==> config.mk <==
export PLATFORM = sky130hd
export DESIGN_NAME = fxa_div_cell
export DESIGN_NICKNAME = d
export VERILOG_FILES = /design/src/rtl/fxa_pkg.sv /design/src/rtl/fxa_div_cell.sv
export SDC_FILE = /design/constraint.sdc
export NUM_CORES = 1
export LEC_CHECK = 0
export BUFFER_PORTS_ARGS = -buffer_cell sky130_fd_sc_hd__buf_2
export CAP_MARGIN = 5
export CORE_AREA = 2 2 198 200
export CTS_BUF_LIST = sky130_fd_sc_hd__clkbuf_16
export DETAILED_ROUTE_END_ITERATION = 8
export DIE_AREA = 0 0 200 202
export SYNTH_ARGS = -nofsm -noshare
export SYNTH_HDL_FRONTEND = slang
export SYNTH_SLANG_ARGS = --single-unit
==> constraint.sdc <==
create_clock -name clock -period 16.8 [get_ports clock]
set_input_delay 2.52 -clock clock [delete_from_list [all_inputs] [get_ports clock]]
set_output_delay 2.52 -clock clock [all_outputs]
set_load 0.05 [all_outputs]
==> src/rtl/fxa_pkg.sv <==
`timescale 1ns / 1ps
`default_nettype none
package fxa_pkg;

   typedef enum logic [3:0] {
      OP_ADD      = 4'd0,
      OP_SUB      = 4'd1,
      OP_MUL      = 4'd2,
      OP_DIV      = 4'd3,
      OP_LT       = 4'd4,
      OP_LE       = 4'd5,
      OP_GT       = 4'd6,
      OP_GE       = 4'd7,
      OP_EQ       = 4'd8,
      OP_NE       = 4'd9,
      OP_MIN      = 4'd10,
      OP_MAX      = 4'd11,
      OP_INC      = 4'd12,
      OP_DEC      = 4'd13,
      OP_FROM_INT = 4'd14,
      OP_TO_INT   = 4'd15
   } opcode_type;

   typedef enum logic [1:0] {
      ST_OK   = 2'd0,
      ST_OVF  = 2'd1,
      ST_DIV0 = 2'd2
   } status_type;

   localparam logic [31:0] MAX_RAW = 32'h7fff_ffff;
   localparam logic [31:0] MIN_RAW = 32'h8000_0000;

   // everything about an item that does not depend on the fraction width
   typedef struct packed {
      opcode_type  op;
      logic [31:0] res;
      logic        cmp;
      status_type  st;
      logic        neg;
      logic [63:0] prod;
   } tag_type;

endpackage
`default_nettype wire

==> src/rtl/fxa_div_cell.sv <==
`timescale 1ns / 1ps
`default_nettype none
module fxa_div_cell #(
   parameter int NW = 40
) (
   input  wire logic              clock,
   input  wire logic              reset,
   input  wire logic              in_valid,
   output logic                   in_ready,
   input  wire fxa_pkg::tag_type  in_tag,
   input  wire logic [NW-1:0]     in_num,
   input  wire logic [31:0]       in_den,
   input  wire logic [31:0]       in_rem,
   input  wire logic [NW-1:0]     in_quo,
   output logic                   out_valid,
   input  wire logic              out_ready,
   output fxa_pkg::tag_type       out_tag,
   output logic [NW-1:0]          out_num,
   output logic [31:0]            out_den,
   output logic [31:0]            out_rem,
   output logic [NW-1:0]          out_quo
);

   logic             v_ff, v_in;
   fxa_pkg::tag_type tag_ff;
   logic [NW-1:0]    num_ff, num_in, quo_ff, quo_in;
   logic [31:0]      den_ff, rem_ff, rem_in;
   logic [32:0]      trial;
   logic             take;

   // one restoring step: bring in the next numerator bit, subtract if it fits
   always_comb begin
      trial  = {in_rem, in_num[NW-1]};
      take   = trial >= {1'b0, in_den};
      rem_in = take ? 32'(trial - {1'b0, in_den}) : trial[31:0];
      num_in = in_num << 1;
      quo_in = {in_quo[NW-2:0], take};
   end

   assign in_ready = !v_ff || out_ready;
   assign v_in     = in_ready ? in_valid : v_ff;

   always_ff @(posedge clock) begin
      if (reset) v_ff <= 1'b0;
      else v_ff <= v_in;
   end

   always_ff @(posedge clock) begin
      if (in_ready && in_valid) begin
         tag_ff <= in_tag;
         num_ff <= num_in;
         den_ff <= in_den;
         rem_ff <= rem_in;
         quo_ff <= quo_in;
      end
   end

   assign out_valid = v_ff;
   assign out_tag   = tag_ff;
   assign out_num   = num_ff;
   assign out_den   = den_ff;
   assign out_rem   = rem_ff;
   assign out_quo   = quo_ff;

endmodule
`default_nettype wire

==> reports/metrics.cfg <==
[die]
die_h_um = 202
coreArea_um2 = 38300
num_rows = 72
fp.dieW_um = 200
io_pins = 502
initial_utilization = 0.252
design.die.area_um2 = 40400

[global_route]
antenna_found_initial = 12
first_global_vias = 7000
grt_overflow_total = 0
grt_max_degree = 73
grt_pass1_wl_um = 45500
grt_usage = 0.155

[cts]
cts_setup_buffers = 0
ctsHtreeMaxLevel = 1
cts_tree = done
clockBufferDepth = 3
clkLatencyLatePin_ps = 550
ctsResizeCount = 0
cts_sinks = 248
root_buffer = clkbuf_16
cts_buffers = 28
clkTransAtPathRegs_ps = 60
holdBufCountCts = 0

[synth]
postSynthCellCount = 595
syn_area_um2 = 9660
synth_top_flop_cell = edfxtp_1
syn-mean-instance-area_um2 = 16.2
synth_edf_count = 247
ys_seq_elements = 248
ys_seq_area_frac = 0.770
async_reset_ff_frac = 0
synth_cell_types = 49
syn_nets = 880
synth_top_area_share = 0.768
synth_top_area_cell = edfxtp_1
synth.area.top_cells = edfxtp_1, ha_1, a21oi_1, inv_1, nor2_1
ys_warn_count = 0

[worst_setup_path]
endpoint = in_ready
r2r_slack_ps = 13730
cp_slowest_cell = buf_2
arrival_ps = 3030
crit_chain = buf_2 > nand2b_1 > buf_2
r2r_start = out_valid
path_max_fanout = 3
cpMostUsedCell = buf_2
critPathRequiredTime_ps = 14280
path_depth = 3
critPathLaunch = out_ready
path_class = in2out
r2r-end = out_rem[18]
crit_buf_inv = 2
startpoint_type = input port
end_kind = primary output
critical-path-top-delay-family = buffers and inverters
ff2ff_path_depth = 4
cpPeakStageDelay_ps = 290

[routing]
drc = 0
wirelength_um = 33300
first_pass_iters = 5
drt.antenna.violating_nets = 0
vias = 7148
avgViaCountPerCell = 4.31
drt_iter0_markers = 372
wl_per_cell_um = 20.1

[hold_path]
min_path_type = reg2reg
hold_start = out_valid

[placement]
gp_congestion = 0.872
portBuffers = 499
dp.cells = 1600
dp_hpwl_um = 26300
place_area_um2 = 12800

[sta]
grt_setup_unrepaired = no
setup_viol = 0
fin_crit_sh = 0.331
tightest_slew_ps = 914
whs_ps = 559
maxSlewHeadroom = 0.391
slew_violations = 0
max_freq_ghz = 0.180
tns_ps = 0
fin_crit_ps = 5550
finalHoldViolCount = 0
fin_skew_ps = 12.5

[layout]
syn2layout_area_growth_pct = 42.3
fin_nets = 1397
layout.cells.most_common = buf_2
fin_area_um2 = 13700
instances_no_fill = 1658
mostFrequentLayoutCells = buf_2, edfxtp_1, a21oi_1
post_route_cells_drive_above_1_share = 0.493
final_util = 0.359

[outcome]
outcome = complete, no violations

[pwr]
p_leak_nw = 5.94
powerDensity_nw_per_um2 = 125
ir_worst_vdd_mv = 0.0592

[run]
cap_violations = 0

[flip-flops by register name, indices dropped and copies added, names as in the netlist]
signal and flops:
out_den 32, out_num 39, out_quo 40, out_rem 32
out_tag 104, out_valid 1
[cells in the mapped netlist, types with 2 or more instances]
cell      number
xnor2_1       15
a31oi_1        2
o22ai_1        2
mux2i_1        2
buf_2          4
and2_1         3
clkbuf_1       8
a211o_1        2
nor3_1         2
mux2_1         4
o21ai_0       15
edfxtp_1     247
inv_1         39
nor4_1         4
o41ai_1        2
nor2b_1        2
nand2b_1       5
a21o_1        13
o211ai_1       4
buf_4          4
nand2_1       28
a21oi_1       56
nand4_1        7
nand3_1        8
o21a_1         6
nor2_1        37
mux2_2         6
xor2_1        12
a211oi_1       3
o21bai_1       3
ha_1          32
[routing by layer]
metal / share of wire / GRT usage / vias to the layer above
met5: 0.0024 / 0 / -
met2: 0.50 / 0.272 / 314
met1: 0.37 / 0.171 / 3463
li1: - / - / 3298
met4: 0.037 / 0.0677 / 12
met3: 0.092 / 0.0469 / 61
[cell type report]
class                           count  area [um^2]
Inverter                           39          146
Multi-Input combinational cell    292         2000
Clock inverter                     23          245
Clock buffer                       29          726
Fill cell                        3779        24500
Sequential cell                   248         7440
Timing Repair Buffer              503         2530
Antenna cell                        6         15.0
Tap cell                          518          648
[worst reg2reg max path, cell delays in order, from the launching register on]
cell	delay, ps
dfxtp_1	310
nand2b_1	130
and2_4	540
buf_4	810
buf_4	860
[how the worst min path moves through the flow]
stage | to | slack [ps] | cells after the start
global placement | out_valid | 540 | 2
global route | out_valid | 580 | 2
finish | out_valid | 560 | 2
CTS | out_valid | 550 | 2
detailed placement | out_valid | 540 | 2
floorplan | out_valid | 1110 | 2
[cells by family after synthesis]
family	count (synthesis)	synth area share
other	1	0.000388
and+or+nand+nor	100	0.0470
adders and majority gates	33	0.0435
DFF	248	0.770
buffers and inverters	55	0.0234
AOI/OAI and AO/OA	119	0.0773
xor gates and xnor gates	27	0.0245
muxes	12	0.0137
[report_power, final]
group | switching [mW] | internal, mW | leakage, nW | total (mW)
registers | 0.0104 | 0.734 | 2.40 | 0.745
logic | 0.247 | 0.0856 | 3.05 | 0.333
clock network | 0.254 | 0.390 | 0.497 | 0.644
total | 0.512 | 1.21 | 5.94 | 1.72
[metrics by stage]
step                setup WS [ps]  power, mW
CTS                         11250       1.75
global placement            10770       1.09
detailed placement          10780       1.09
floorplan                    7510      0.996
global route                11120       1.79
finish                      11250       1.72
(Power assumes the default switching activity.)
