--- src/rtl/fxa_pkg.sv ---
`timescale 1ns / 1ps
`default_nettype none
package fxa_pkg;

   typedef enum logic [3:0] {
      OP_ADD      = 4'd0,
      OP_SUB      = 4'd1,
      OP_MUL      = 4'd2,
      OP_DIV      = 4'd3,
      OP_LT       = 4'd4,
      OP_LE       = 4'd5,
      OP_GT       = 4'd6,
      OP_GE       = 4'd7,
      OP_EQ       = 4'd8,
      OP_NE       = 4'd9,
      OP_MIN      = 4'd10,
      OP_MAX      = 4'd11,
      OP_INC      = 4'd12,
      OP_DEC      = 4'd13,
      OP_FROM_INT = 4'd14,
      OP_TO_INT   = 4'd15
   } opcode_type;

   typedef enum logic [1:0] {
      ST_OK   = 2'd0,
      ST_OVF  = 2'd1,
      ST_DIV0 = 2'd2
   } status_type;

   localparam logic [31:0] MAX_RAW = 32'h7fff_ffff;
   localparam logic [31:0] MIN_RAW = 32'h8000_0000;

   // everything about an item that does not depend on the fraction width
   typedef struct packed {
      opcode_type  op;
      logic [31:0] res;
      logic        cmp;
      status_type  st;
      logic        neg;
      logic [63:0] prod;
   } tag_type;

endpackage
`default_nettype wire

--- src/rtl/fxa_rsp_if.sv ---
`timescale 1ns / 1ps
`default_nettype none
interface fxa_rsp_if;
   logic        valid;
   logic        ready;
   logic signed [31:0] result_value;
   logic        compare_true;
   logic [1:0]  status;

   modport source (output valid, output result_value, output compare_true,
                   output status, input ready);
   modport sink   (input valid, input result_value, input compare_true,
                   input status, output ready);
endinterface
`default_nettype wire

--- src/rtl/fxa_back.sv ---
`timescale 1ns / 1ps
`default_nettype none
module fxa_back #(
   parameter int FRACTION_BITS = 8,
   parameter int NW = 32 + FRACTION_BITS
) (
   input  wire logic              clock,
   input  wire logic              reset,
   input  wire logic              in_valid,
   output logic                   in_ready,
   input  wire fxa_pkg::tag_type  in_tag,
   input  wire logic [31:0]       in_den,
   input  wire logic [31:0]       in_rem,
   input  wire logic [NW-1:0]     in_quo,
   fxa_rsp_if.source              rsp
);

   logic        v_ff, v_in;
   logic [31:0] res_ff, res_in;
   logic        cmp_ff;
   logic [1:0]  st_ff, st_in;

   logic [63:0] pm, mag;
   logic [NW:0] qf;
   logic        neg, ovf;

   always_comb begin
      pm  = in_tag.prod[63] ? (64'd0 - in_tag.prod) : in_tag.prod;
      qf  = {1'b0, in_quo} + {{NW{1'b0}}, ({in_rem, 1'b0} >= {1'b0, in_den})};
      if (in_tag.op == fxa_pkg::OP_MUL) begin
         mag = (pm + (64'd1 << (FRACTION_BITS - 1))) >> FRACTION_BITS;
         neg = in_tag.prod[63];
      end else begin
         mag = 64'(qf);
         neg = in_tag.neg;
      end
      ovf = neg ? (mag > 64'h8000_0000) : (mag > 64'h7fff_ffff);

      res_in = in_tag.res;
      st_in  = in_tag.st;
      if (in_tag.op == fxa_pkg::OP_MUL ||
          (in_tag.op == fxa_pkg::OP_DIV && in_tag.st != fxa_pkg::ST_DIV0)) begin
         if (ovf) begin
            st_in  = fxa_pkg::ST_OVF;
            res_in = neg ? fxa_pkg::MIN_RAW : fxa_pkg::MAX_RAW;
         end else begin
            res_in = neg ? (32'd0 - mag[31:0]) : mag[31:0];
         end
      end
   end

   assign in_ready = !v_ff || rsp.ready;
   assign v_in     = in_ready ? in_valid : v_ff;

   always_ff @(posedge clock) begin
      if (reset) v_ff <= 1'b0;
      else v_ff <= v_in;
   end

   always_ff @(posedge clock) begin
      if (in_ready && in_valid) begin
         res_ff <= res_in;
         cmp_ff <= in_tag.cmp;
         st_ff  <= st_in;
      end
   end

   assign rsp.valid        = v_ff;
   assign rsp.result_value = res_ff;
   assign rsp.compare_true = cmp_ff;
   assign rsp.status       = st_ff;

endmodule
`default_nettype wire

--- src/flat_wrapper.sv ---
// flat-port wrapper written by rule: the top's interface ports become plain ports
module fxa_back_flat 
#(
   parameter int FRACTION_BITS = 8,
   parameter int NW = 32 + FRACTION_BITS
)
  (clock, reset, in_valid, in_ready, in_tag, in_den, in_rem, in_quo, rsp_valid, rsp_result_value, rsp_compare_true, rsp_status, rsp_ready);
  fxa_rsp_if rsp_i ();
  input  wire logic clock;
  input  wire logic reset;
  input  wire logic in_valid;
  output logic in_ready;
  input  wire fxa_pkg::tag_type in_tag;
  input  wire logic [31:0] in_den;
  input  wire logic [31:0] in_rem;
  input  wire logic [NW-1:0] in_quo;
  output wire logic [$bits(rsp_i.valid)-1:0] rsp_valid;
  output wire logic [$bits(rsp_i.result_value)-1:0] rsp_result_value;
  output wire logic [$bits(rsp_i.compare_true)-1:0] rsp_compare_true;
  output wire logic [$bits(rsp_i.status)-1:0] rsp_status;
  input wire logic [$bits(rsp_i.ready)-1:0] rsp_ready;
  assign rsp_valid = rsp_i.valid;
  assign rsp_result_value = rsp_i.result_value;
  assign rsp_compare_true = rsp_i.compare_true;
  assign rsp_status = rsp_i.status;
  assign rsp_i.ready = rsp_ready;
  fxa_back #(.FRACTION_BITS(FRACTION_BITS), .NW(NW)) u_core (.clock(clock), .reset(reset), .in_valid(in_valid), .in_ready(in_ready), .in_tag(in_tag), .in_den(in_den), .in_rem(in_rem), .in_quo(in_quo), .rsp(rsp_i));
endmodule
--- config.mk ---
export PLATFORM = sky130hd
export DESIGN_NAME = fxa_back_flat
export DESIGN_NICKNAME = d
export VERILOG_FILES = /design/src/rtl/fxa_pkg.sv /design/src/rtl/fxa_rsp_if.sv /design/src/rtl/fxa_back.sv /design/src/flat_wrapper.sv
export SDC_FILE = /design/constraint.sdc
export NUM_CORES = 1
export LEC_CHECK = 0
export ABC_CLOCK_PERIOD_IN_PS = 18500
export BUFFER_PORTS_ARGS = -buffer_cell sky130_fd_sc_hd__buf_4
export CORE_ASPECT_RATIO = 0.7
export CORE_MARGIN = 8
export CORE_UTILIZATION = 59
export DETAILED_ROUTE_END_ITERATION = 16
export PLACE_DENSITY = 0.89
export SKIP_LAST_GASP = 1
export SLEW_MARGIN = 20
export SYNTH_ARGS = -nofsm -noshare
export SYNTH_HDL_FRONTEND = slang
export SYNTH_SLANG_ARGS = --single-unit
--- constraint.sdc ---
create_clock -name clock -period 18.5 [get_ports clock]
set_clock_uncertainty 0.2 [all_clocks]
set_input_delay 3.7 -clock clock [delete_from_list [all_inputs] [get_ports clock]]
set_output_delay 3.7 -clock clock [all_outputs]
set_load 0.02 [all_outputs]
==> results.py <==
metrics = {
    "grt": {
        "antenna_found_initial": 0,
        "grt.overflow.total": 0,
        "grt_pass1_vias": 9436,
        "grt_first_pass_wirelength_mm": 45.9,
        "grt_max_degree": 74,
        "grt_util_all_layers_pct": 30.2,
    },
    "cts": {
        "clock_latency_ps": 280,
        "cts-root-buf": "clkbuf_16",
        "clock_sinks": 36,
        "clkTransAtPathRegs_ps": 60,
        "cts_buffers": 5,
        "cts_resized": 0,
        "ctsHtreeMaxLevel": 2,
        "cts_setup_buffers": 0,
        "cts_hold_buf": 0,
        "cts_tree": "yes",
        "cts.path.max_buffers": 2,
    },
    "synthesis": {
        "synth_top_area_cell": "edfxtp_1",
        "synth_flop_cell": "edfxtp_1",
        "synth-seq-area-share_pct": 12.9,
        "yosysTopAreaCellShare_pct": 12.7,
        "ys_ff_latch": 36,
        "synth_area_leaders": "edfxtp_1 13%, xnor2_1 7.0%, xor2_1 5.5%, ha_1 5.4%, nor2_1 5.1%",
        "syn-cell-area_sq_um": 8310,
        "ys_types": 96,
        "synth_warnings": 0,
        "postSynthAreaPerCell_sq_um": 7.18,
        "syn_inst": 1156,
        "syn-num-nets": 1404,
        "synth-edff-count": 35,
        "async_flop_share_pct": 0,
    },
    "route": {
        "vias_per_cell": 6.45,
        "vias": 9959,
        "wirelength_mm": 28.5,
        "dr.pass1.iters": 5,
        "drtIter0Drc": 1093,
        "wire_per_inst_microns": 18.5,
        "drc": 0,
        "ant_nets": 0,
    },
    "setup_path": {
        "crit_family": "simple AND/OR/NAND/NOR gates",
        "start_kind": "input pin",
        "timing.critical_path.mode_cell": "o21a_1",
        "critPathBufInv": 3,
        "critPathArrivalTime_ps": 10270,
        "slowest_delay_ps": 660,
        "cp.required_ps": 18350,
        "slowest_stage": "nor3_1",
        "criticalPathCategory": "input pin to flip-flop",
        "critPathCaptureType": "flip-flop",
        "critical_path_peak_fanout": 18,
    },
    "sta": {
        "rsz0062_at_grt": "false",
        "hold_viol_final": 0,
        "period_share_pct": 56.4,
        "finalMaxSlewViolations": 0,
        "min_period_ps": 10430,
        "finalSetupViolations": 0,
        "tns_ps": 0,
        "worstMarginPinSlew_ps": 1020,
        "fmax_ghz": 0.0959,
        "slew_headroom_pct": 30.3,
    },
    "layout": {
        "final_cell_mix": "255 x buf_4, 113 x nor2_1, 107 x nand2_1, 66 x xnor2_1, 63 x o21ai_0",
        "area_delta_synth_final_pct": 25.1,
        "layout.nets": 1600,
        "num-fill-cells": 1106,
        "diodes": 0,
        "layout_commonest_cell": "buf_4",
        "drive_gt1_share_pct": 23.6,
    },
    "floorplanning": {
        "rows": 36,
        "ios": 249,
        "die_area_sq_um": 18200,
        "coreArea_sq_um": 13800,
        "start_util_pct": 60.1,
        "die_h_microns": 115,
        "die_w_microns": 158,
    },
    "power_and_ir_drop": {
        "p_int_uw": 273,
        "p_sw_uw": 144,
        "p_total_uw": 417,
        "seqPwrFrac_pct": 23.5,
        "p_per_area_nw_per_um2": 40.2,
        "irDropWorstVdd_v": 0.0000404,
        "p_leak_nw": 4.02,
        "power_frac_comb_pct": 46.1,
        "swShare_pct": 34.6,
        "pwr-share-clk_pct": 30.3,
    },
    "placement": {
        "port_buffers": 248,
        "gp_congestion": 0.981,
        "hpwl_mm": 22.8,
    },
    "run": {
        "maxCapViolations": 0,
    },
    "outcome": {
        "status": "completed",
    },
    "hold_path": {
        "hold_class": "flip-flop to flip-flop",
    },
}
[path summary, 6_finish.rpt]
check / startpoint / to / slack [ps] / cells after the start
max: in_den[1] / u_core.rsp.result_value[7]$_DFFE_PP_ / 8070 / 33
min: u_core.rsp.valid$_SDFFE_PP0N_ / u_core.rsp.valid$_SDFFE_PP0N_ / 320 / 2
max reg2reg: u_core.rsp.valid$_SDFFE_PP0N_ / u_core.rsp.status[1]$_DFFE_PP_ / 16980 / 3
min reg2reg: u_core.rsp.valid$_SDFFE_PP0N_ / u_core.rsp.valid$_SDFFE_PP0N_ / 320 / 2
[worst min-delay path, delay by kind of cell (launching register included)]
family          cells  cell delay, ps
flops               1             310
simple gates        1             100
compound gates      1              70
[registers in the layout (all words and copies together), names as in the netlist]
name and cells:
u_core.rsp.result_value 32, u_core.rsp.valid 1, u_core.rsp.compare_true 1, u_core.rsp.status 2
[through the flow]
stage                     std cells  cell area, sq um  worst slack (ps)  hold slack [ps]  utilization, %
final                          1543             10400              8070              317            75.2
after global routing           1543             10400              7570              374            75.2
after CTS                      1543             10400              8170              321            75.2
after detailed placement       1535             10200              7940              314            73.6
after global placement         1535             10200              8160              304            73.6
after floorplan                1156              8310              9320              529               -
[power by group through the flow]
stage               clock (mW)  combinational, mW  sequential, mW
floorplan                    0              0.105           0.107
global placement             0              0.184          0.0998
detailed placement           0              0.188          0.0999
CTS                      0.126              0.190          0.0983
global route             0.130              0.210          0.0988
finish                   0.127              0.192          0.0982
[cell type report]
class / instances / area, sq um / area share (%)
Multi-Input combinational cell: 1010 / 6790 / 65.3
Timing Repair Buffer: 255 / 1910 / 18.4
Sequential cell: 36 / 1070 / 10.3
Tap cell: 190 / 238 / 2.29
Inverter: 44 / 165 / 1.59
Clock buffer: 5 / 125 / 1.20
Clock inverter: 3 / 90.1 / 0.867
[logic make-up after synthesis]
kind of cell	synth area share, %
flops	12.9
fa+ha+maj	5.42
buf+inv	5.47
compound gates	25.7
simple gates	35.7
mux	2.12
xor+xnor	12.7
[cell usage after synthesis, drive strengths merged (27+ instances only)]
master  instances
o21ai          66
nand2         107
a31oi          27
clkbuf         50
xor2           52
nor4           34
nor2          114
inv            44
nand3          49
nand4          36
edfxtp         35
a21oi          51
ha             36
xnor2          66
nor3           47
[layer usage]
layer / global-route usage [%] / vias up / wire, microns
li1: - / 4774 / -
met1: 39.8 / 4547 / 11800
met2: 48.8 / 568 / 12800
met3: 7.17 / 70 / 3180
met4: 7.02 / 0 / 635
met5: 0 / - / 0
No activity file was read; power rests on OpenSTA's default activity.
