`src/rtl/fxa_pkg.sv`:
```
`timescale 1ns / 1ps
`default_nettype none
package fxa_pkg;

   typedef enum logic [3:0] {
      OP_ADD      = 4'd0,
      OP_SUB      = 4'd1,
      OP_MUL      = 4'd2,
      OP_DIV      = 4'd3,
      OP_LT       = 4'd4,
      OP_LE       = 4'd5,
      OP_GT       = 4'd6,
      OP_GE       = 4'd7,
      OP_EQ       = 4'd8,
      OP_NE       = 4'd9,
      OP_MIN      = 4'd10,
      OP_MAX      = 4'd11,
      OP_INC      = 4'd12,
      OP_DEC      = 4'd13,
      OP_FROM_INT = 4'd14,
      OP_TO_INT   = 4'd15
   } opcode_type;

   typedef enum logic [1:0] {
      ST_OK   = 2'd0,
      ST_OVF  = 2'd1,
      ST_DIV0 = 2'd2
   } status_type;

   localparam logic [31:0] MAX_RAW = 32'h7fff_ffff;
   localparam logic [31:0] MIN_RAW = 32'h8000_0000;

   // everything about an item that does not depend on the fraction width
   typedef struct packed {
      opcode_type  op;
      logic [31:0] res;
      logic        cmp;
      status_type  st;
      logic        neg;
      logic [63:0] prod;
   } tag_type;

endpackage
`default_nettype wire

```
`src/rtl/fxa_req_if.sv`:
```
`timescale 1ns / 1ps
`default_nettype none
interface fxa_req_if;
   logic        valid;
   logic        ready;
   logic [3:0]  opcode;
   logic signed [31:0] operand_a;
   logic signed [31:0] operand_b;

   modport source (output valid, output opcode, output operand_a, output operand_b,
                   input ready);
   modport sink   (input valid, input opcode, input operand_a, input operand_b,
                   output ready);
endinterface
`default_nettype wire

```
`src/rtl/fxa_front.sv`:
```
`timescale 1ns / 1ps
`default_nettype none
module fxa_front #(
   parameter int FRACTION_BITS = 8,
   parameter int NW = 32 + FRACTION_BITS
) (
   input  wire logic            clock,
   input  wire logic            reset,
   fxa_req_if.sink              req,
   output logic                 out_valid,
   input  wire logic            out_ready,
   output fxa_pkg::tag_type     out_tag,
   output logic [NW-1:0]        out_num,
   output logic [31:0]          out_den
);

   logic             v_ff, v_in;
   fxa_pkg::tag_type tag_ff, tag_in;
   logic [NW-1:0]    num_ff, num_in;
   logic [31:0]      den_ff, den_in;

   logic [31:0]      a, b;
   logic [32:0]      sum33, dif33;
   logic [NW-1:0]    fi;
   logic             fi_fits;
   logic signed [31:0] sh;
   logic [31:0]      mag_a, mag_b;

   assign req.ready = !v_ff || out_ready;
   assign a = req.operand_a;
   assign b = req.operand_b;

   always_comb begin
      sum33   = {a[31], a} + {b[31], b};
      dif33   = {a[31], a} - {b[31], b};
      fi      = {{FRACTION_BITS{a[31]}}, a} << FRACTION_BITS;
      fi_fits = (&fi[NW-1:31]) || !(|fi[NW-1:31]);
      sh      = req.operand_a >>> FRACTION_BITS;
      mag_a   = a[31] ? (32'd0 - a) : a;
      mag_b   = b[31] ? (32'd0 - b) : b;

      tag_in      = '0;
      tag_in.op   = fxa_pkg::opcode_type'(req.opcode);
      tag_in.st   = fxa_pkg::ST_OK;
      tag_in.neg  = a[31] ^ b[31];
      // signed operands, sign-extended to the full 64-bit product
      tag_in.prod = req.operand_a * req.operand_b;
      num_in      = {mag_a, {FRACTION_BITS{1'b0}}};
      den_in      = mag_b;

      case (tag_in.op)
         fxa_pkg::OP_ADD: begin
            if (sum33[32] != sum33[31]) begin
               tag_in.st  = fxa_pkg::ST_OVF;
               tag_in.res = sum33[32] ? fxa_pkg::MIN_RAW : fxa_pkg::MAX_RAW;
            end else begin
               tag_in.res = sum33[31:0];
            end
         end
         fxa_pkg::OP_SUB: begin
            if (dif33[32] != dif33[31]) begin
               tag_in.st  = fxa_pkg::ST_OVF;
               tag_in.res = dif33[32] ? fxa_pkg::MIN_RAW : fxa_pkg::MAX_RAW;
            end else begin
               tag_in.res = dif33[31:0];
            end
         end
         fxa_pkg::OP_DIV: begin
            if (b == 32'd0) tag_in.st = fxa_pkg::ST_DIV0;
         end
         fxa_pkg::OP_LT: tag_in.cmp = req.operand_a <  req.operand_b;
         fxa_pkg::OP_LE: tag_in.cmp = req.operand_a <= req.operand_b;
         fxa_pkg::OP_GT: tag_in.cmp = req.operand_a >  req.operand_b;
         fxa_pkg::OP_GE: tag_in.cmp = req.operand_a >= req.operand_b;
         fxa_pkg::OP_EQ: tag_in.cmp = a == b;
         fxa_pkg::OP_NE: tag_in.cmp = a != b;
         fxa_pkg::OP_MIN: tag_in.res = (req.operand_a > req.operand_b) ? b : a;
         fxa_pkg::OP_MAX: tag_in.res = (req.operand_a < req.operand_b) ? b : a;
         fxa_pkg::OP_INC: begin
            if (a == fxa_pkg::MAX_RAW) begin
               tag_in.st  = fxa_pkg::ST_OVF;
               tag_in.res = fxa_pkg::MAX_RAW;
            end else begin
               tag_in.res = a + 32'd1;
            end
         end
         fxa_pkg::OP_DEC: begin
            if (a == fxa_pkg::MIN_RAW) begin
               tag_in.st  = fxa_pkg::ST_OVF;
               tag_in.res = fxa_pkg::MIN_RAW;
            end else begin
               tag_in.res = a - 32'd1;
            end
         end
         fxa_pkg::OP_FROM_INT: begin
            if (fi_fits) begin
               tag_in.res = fi[31:0];
            end else begin
               tag_in.st  = fxa_pkg::ST_OVF;
               tag_in.res = a[31] ? fxa_pkg::MIN_RAW : fxa_pkg::MAX_RAW;
            end
         end
         fxa_pkg::OP_TO_INT: tag_in.res = sh;
         default: tag_in.res = '0;
      endcase
   end

   assign v_in = req.ready ? req.valid : v_ff;

   always_ff @(posedge clock) begin
      if (reset) v_ff <= 1'b0;
      else v_ff <= v_in;
   end

   always_ff @(posedge clock) begin
      if (req.ready && req.valid) begin
         tag_ff <= tag_in;
         num_ff <= num_in;
         den_ff <= den_in;
      end
   end

   assign out_valid = v_ff;
   assign out_tag   = tag_ff;
   assign out_num   = num_ff;
   assign out_den   = den_ff;

endmodule
`default_nettype wire

```
`src/flat_wrapper.sv`:
```
// flat-port wrapper written by rule: the top's interface ports become plain ports
module fxa_front_flat 
#(
   parameter int FRACTION_BITS = 8,
   parameter int NW = 32 + FRACTION_BITS
)
  (clock, reset, out_valid, out_ready, out_tag, out_num, out_den, req_valid, req_opcode, req_operand_a, req_operand_b, req_ready);
  fxa_req_if req_i ();
  input  wire logic clock;
  input  wire logic reset;
  output logic out_valid;
  input  wire logic out_ready;
  output fxa_pkg::tag_type out_tag;
  output logic [NW-1:0] out_num;
  output logic [31:0] out_den;
  input wire logic [$bits(req_i.valid)-1:0] req_valid;
  input wire logic [$bits(req_i.opcode)-1:0] req_opcode;
  input wire logic [$bits(req_i.operand_a)-1:0] req_operand_a;
  input wire logic [$bits(req_i.operand_b)-1:0] req_operand_b;
  output wire logic [$bits(req_i.ready)-1:0] req_ready;
  assign req_i.valid = req_valid;
  assign req_i.opcode = req_opcode;
  assign req_i.operand_a = req_operand_a;
  assign req_i.operand_b = req_operand_b;
  assign req_ready = req_i.ready;
  fxa_front #(.FRACTION_BITS(FRACTION_BITS), .NW(NW)) u_core (.clock(clock), .reset(reset), .req(req_i), .out_valid(out_valid), .out_ready(out_ready), .out_tag(out_tag), .out_num(out_num), .out_den(out_den));
endmodule
```
`config.mk`:
```
export PLATFORM = sky130hd
export DESIGN_NAME = fxa_front_flat
export DESIGN_NICKNAME = d
export VERILOG_FILES = /design/src/rtl/fxa_pkg.sv /design/src/rtl/fxa_req_if.sv /design/src/rtl/fxa_front.sv /design/src/flat_wrapper.sv
export SDC_FILE = /design/constraint.sdc
export NUM_CORES = 2
export LEC_CHECK = 0
export BUFFER_PORTS_ARGS = -buffer_cell sky130_fd_sc_hd__buf_4
export CELL_PAD_IN_SITES_DETAIL_PLACEMENT = 0
export CELL_PAD_IN_SITES_GLOBAL_PLACEMENT = 2
export CORE_MARGIN = 2
export CORE_UTILIZATION = 37
export DETAILED_ROUTE_END_ITERATION = 7
export PLACE_DENSITY = 0.76
export SLEW_MARGIN = 25
export SYNTH_ARGS = -nofsm -noshare
export SYNTH_HDL_FRONTEND = slang
export SYNTH_SLANG_ARGS = --single-unit
```
`constraint.sdc`:
```
create_clock -name clock -period 8 [get_ports clock]
set_clock_uncertainty 0.05 [all_clocks]
set_input_delay 0 -clock clock [delete_from_list [all_inputs] [get_ports clock]]
set_output_delay 0 -clock clock [all_outputs]
set_load 0.01 [all_outputs]
```
==> metrics <==
Crit path top cell by count fa_1; All-Layer GR Usage 0.268; pre-CTS setup slack -0.614 ns; number of synthesized flops with an enable pin 168; Req. time, crit path 8.24 ns; Final setup viols 0; status finished, final reports clean; CTS tree built; fin nets 7110; Seq. cell area 5060 um^2; Max stage delay cell, worst path fa_1; register area share after synthesis 0.103; first-pass GRT wire length 270000 um; Min-Delay Path Class primary input to flip-flop; die area 136000 um^2; RSZ-0062 raised after global routing false; PnR worst setup slack 0.298 ns; critical path's top delay family adder cells; Fillers 13400; Yosys top cell by area fa_1; Rows 134; Main synth FF type edfxtp_1; Fin. Hold Viols 0; core area 133000 um^2; hold slack 0.0533 ns; Layout Utilization 0.422; FF+latch count, synth 169; Crit path largest cell delay 0.61 ns; clk buf depth 2; top-count cell post-synth fa_1; Initial Utilization 0.371; Synth Cell Area 49400 um^2; clk sinks 169; largest family of logic cells by synthesized area adder cells; Arrival @ worst endpoint 7.95 ns; antenna-violating nets left 0; Post-Synth XOR/XNOR Area 0.0369; gp weighted congestion 0.933; fin crit period 7.70 ns; worst path bufs/invs 9; Multi-input gate area 39100 um^2; Worst Setup Path Type primary input to flip-flop; largest net degree at the start of global routing 60; Clock Pin Slew Worst Setup and Hold Paths 0.08 ns; IO Port Bufs 241; Commonest cells post-synth 1084 x fa_1, 1038 x inv_1, 622 x nand2_1; initial antenna violation count 5; Critical Path Fanout Max 16; Pre-Repair DR Iteration Count 6; number of setup buffers added after CTS 0; Yosys top cell area share 0.440; I/O pin count 250; H-Tree Depth 4; post-synthesis cell type count 78; DR DRC count 0; Via density 5.22; Tcrit/Tclk final 0.963; Syn. warnings 0; DRT iter0 DRCs 2639; Root Buffer clkbuf_16; crit path launch type primary input; Die Ht 369 um; share of layout cells above drive strength 1 0.121; Avg Cell Area, Syn 9.18 um^2; mux cell area share after synthesis 0.0120; total routed wirelength 178000 um; Max-Cap Viols 0; Slew Viols, Final 0; Cells after Synth 5378; DP HPWL 148000 um; f_max 0.130 GHz; GRT overflow 0; die width 369 um; Async SR Flop Fraction 0; TritonCTS Buffers 17; Synth Area in Adders 0.503; actual slew at the worst max-slew pin 0.987 ns; Compound-Gate Fraction of Synth Area 0.0814; Syn-to-layout area delta 13.8%; vias post-DR 39100; wire length per cell 23.8 um; simple-gate portion of the synthesized area 0.157; Area contributors post-synth fa_1 44%, edfxtp_1 10%, inv_1 7.9%, ha_1 6.4%, and2_1 5.2%; Skew-Pair Late Insertion Delay 0.57 ns; CP endpoint kind flip-flop; Rel. slew slack 0.342; vias in the first global route 40900
path summary, 6_finish.rpt:
kind / startpoint / end / slack [ns] / depth (start not counted)
setup / recovery: req_operand_a[0] / u_core.out_tag[62] / 0.30 / 29
hold / removal: req_operand_a[12] / u_core.out_num[20] / 0.05 / 3
hold reg to reg: u_core.out_valid / u_core.out_tag[74] / 1.01 / 2
setup reg to reg: u_core.out_valid / u_core.out_tag[40] / 5.65 / 3
registers in the layout (all words and copies together), names as in the netlist:
register          flops
u_core.out_valid      1
u_core.out_den       32
u_core.out_num       32
u_core.out_tag      104
metrics by stage:
stage / instance area, um^2 / cells / TNS [ns]
2_1_floorplan: 49400 / 5385 / 0
3_3_place_gp: 55200 / 7424 / -3.51
3_5_place_dp: 55200 / 7424 / -4.14
4_1_cts: 56100 / 7483 / 0
5_1_grt: 56200 / 7485 / 0
6_report: 56200 / 7487 / 0
layout make-up:
type                       count  share of cell area
sequential                   169              0.0902
timing repair buffer         644              0.0924
inverter                    1048              0.0701
clock buffer                  18             0.00782
multi-input combinational   3822               0.697
antenna                        4            0.000178
clock inverter                14             0.00299
tap                         1768              0.0394
layout by cell type (no fill, tap or decap), types with 22 or more instances in the layout:
master,count
nand2b_1,28
o22ai_1,22
nand3_1,57
xnor2_1,163
o21ai_0,154
ha_1,252
nand2_1,622
nor2_1,233
nor3_1,45
o21bai_1,24
a21o_1,38
buf_4,594
fa_1,1082
xor2_1,45
nand4_1,41
a21oi_1,179
dlygate4sd3_1,27
o211ai_1,27
edfxtp_1,168
mux2i_1,57
buf_12,23
or3_1,37
and2_1,411
inv_1,1036
what timing repair did:
item / in CTS / in global routing
gates resized for setup: 1 / 4
endpoints found under the setup margin: 1 / 9
hold buffers: 27 / 0
endpoints found under the hold margin: 30 / 0
pin swaps: 0 / 0
cells by family (layout without fill, tap and decap cells):
group / after synthesis / in the layout
buffers and inverters: 1394 / 1724
AND/OR/NAND/NOR: 1581 / 1581
multiplexers: 59 / 59
AO/OA/AOI/OAI: 630 / 630
flip-flops: 169 / 169
XOR/XNOR: 208 / 208
adder cells (fa/ha/maj): 1336 / 1336
other: 1 / 12
tightest hold or removal path, cell delays in order:
cell and delay [ns]:
buf_4 0.18, buf_4 0.21, xnor2_1 0.17
metal layers:
metal  track usage  share of wire  wire length, um  vias up
met5             0       0.000067               12        -
met4        0.0842          0.032             5670        2
met3        0.0278          0.046             8170      188
met2         0.462           0.51            90000     1124
met1         0.354           0.42            74100    20500
li1              -              -                -    17200
Power is left out: the tool's default activity adds up to more than one toggle a clock period on the data nets, which glitch-free logic cannot reach.
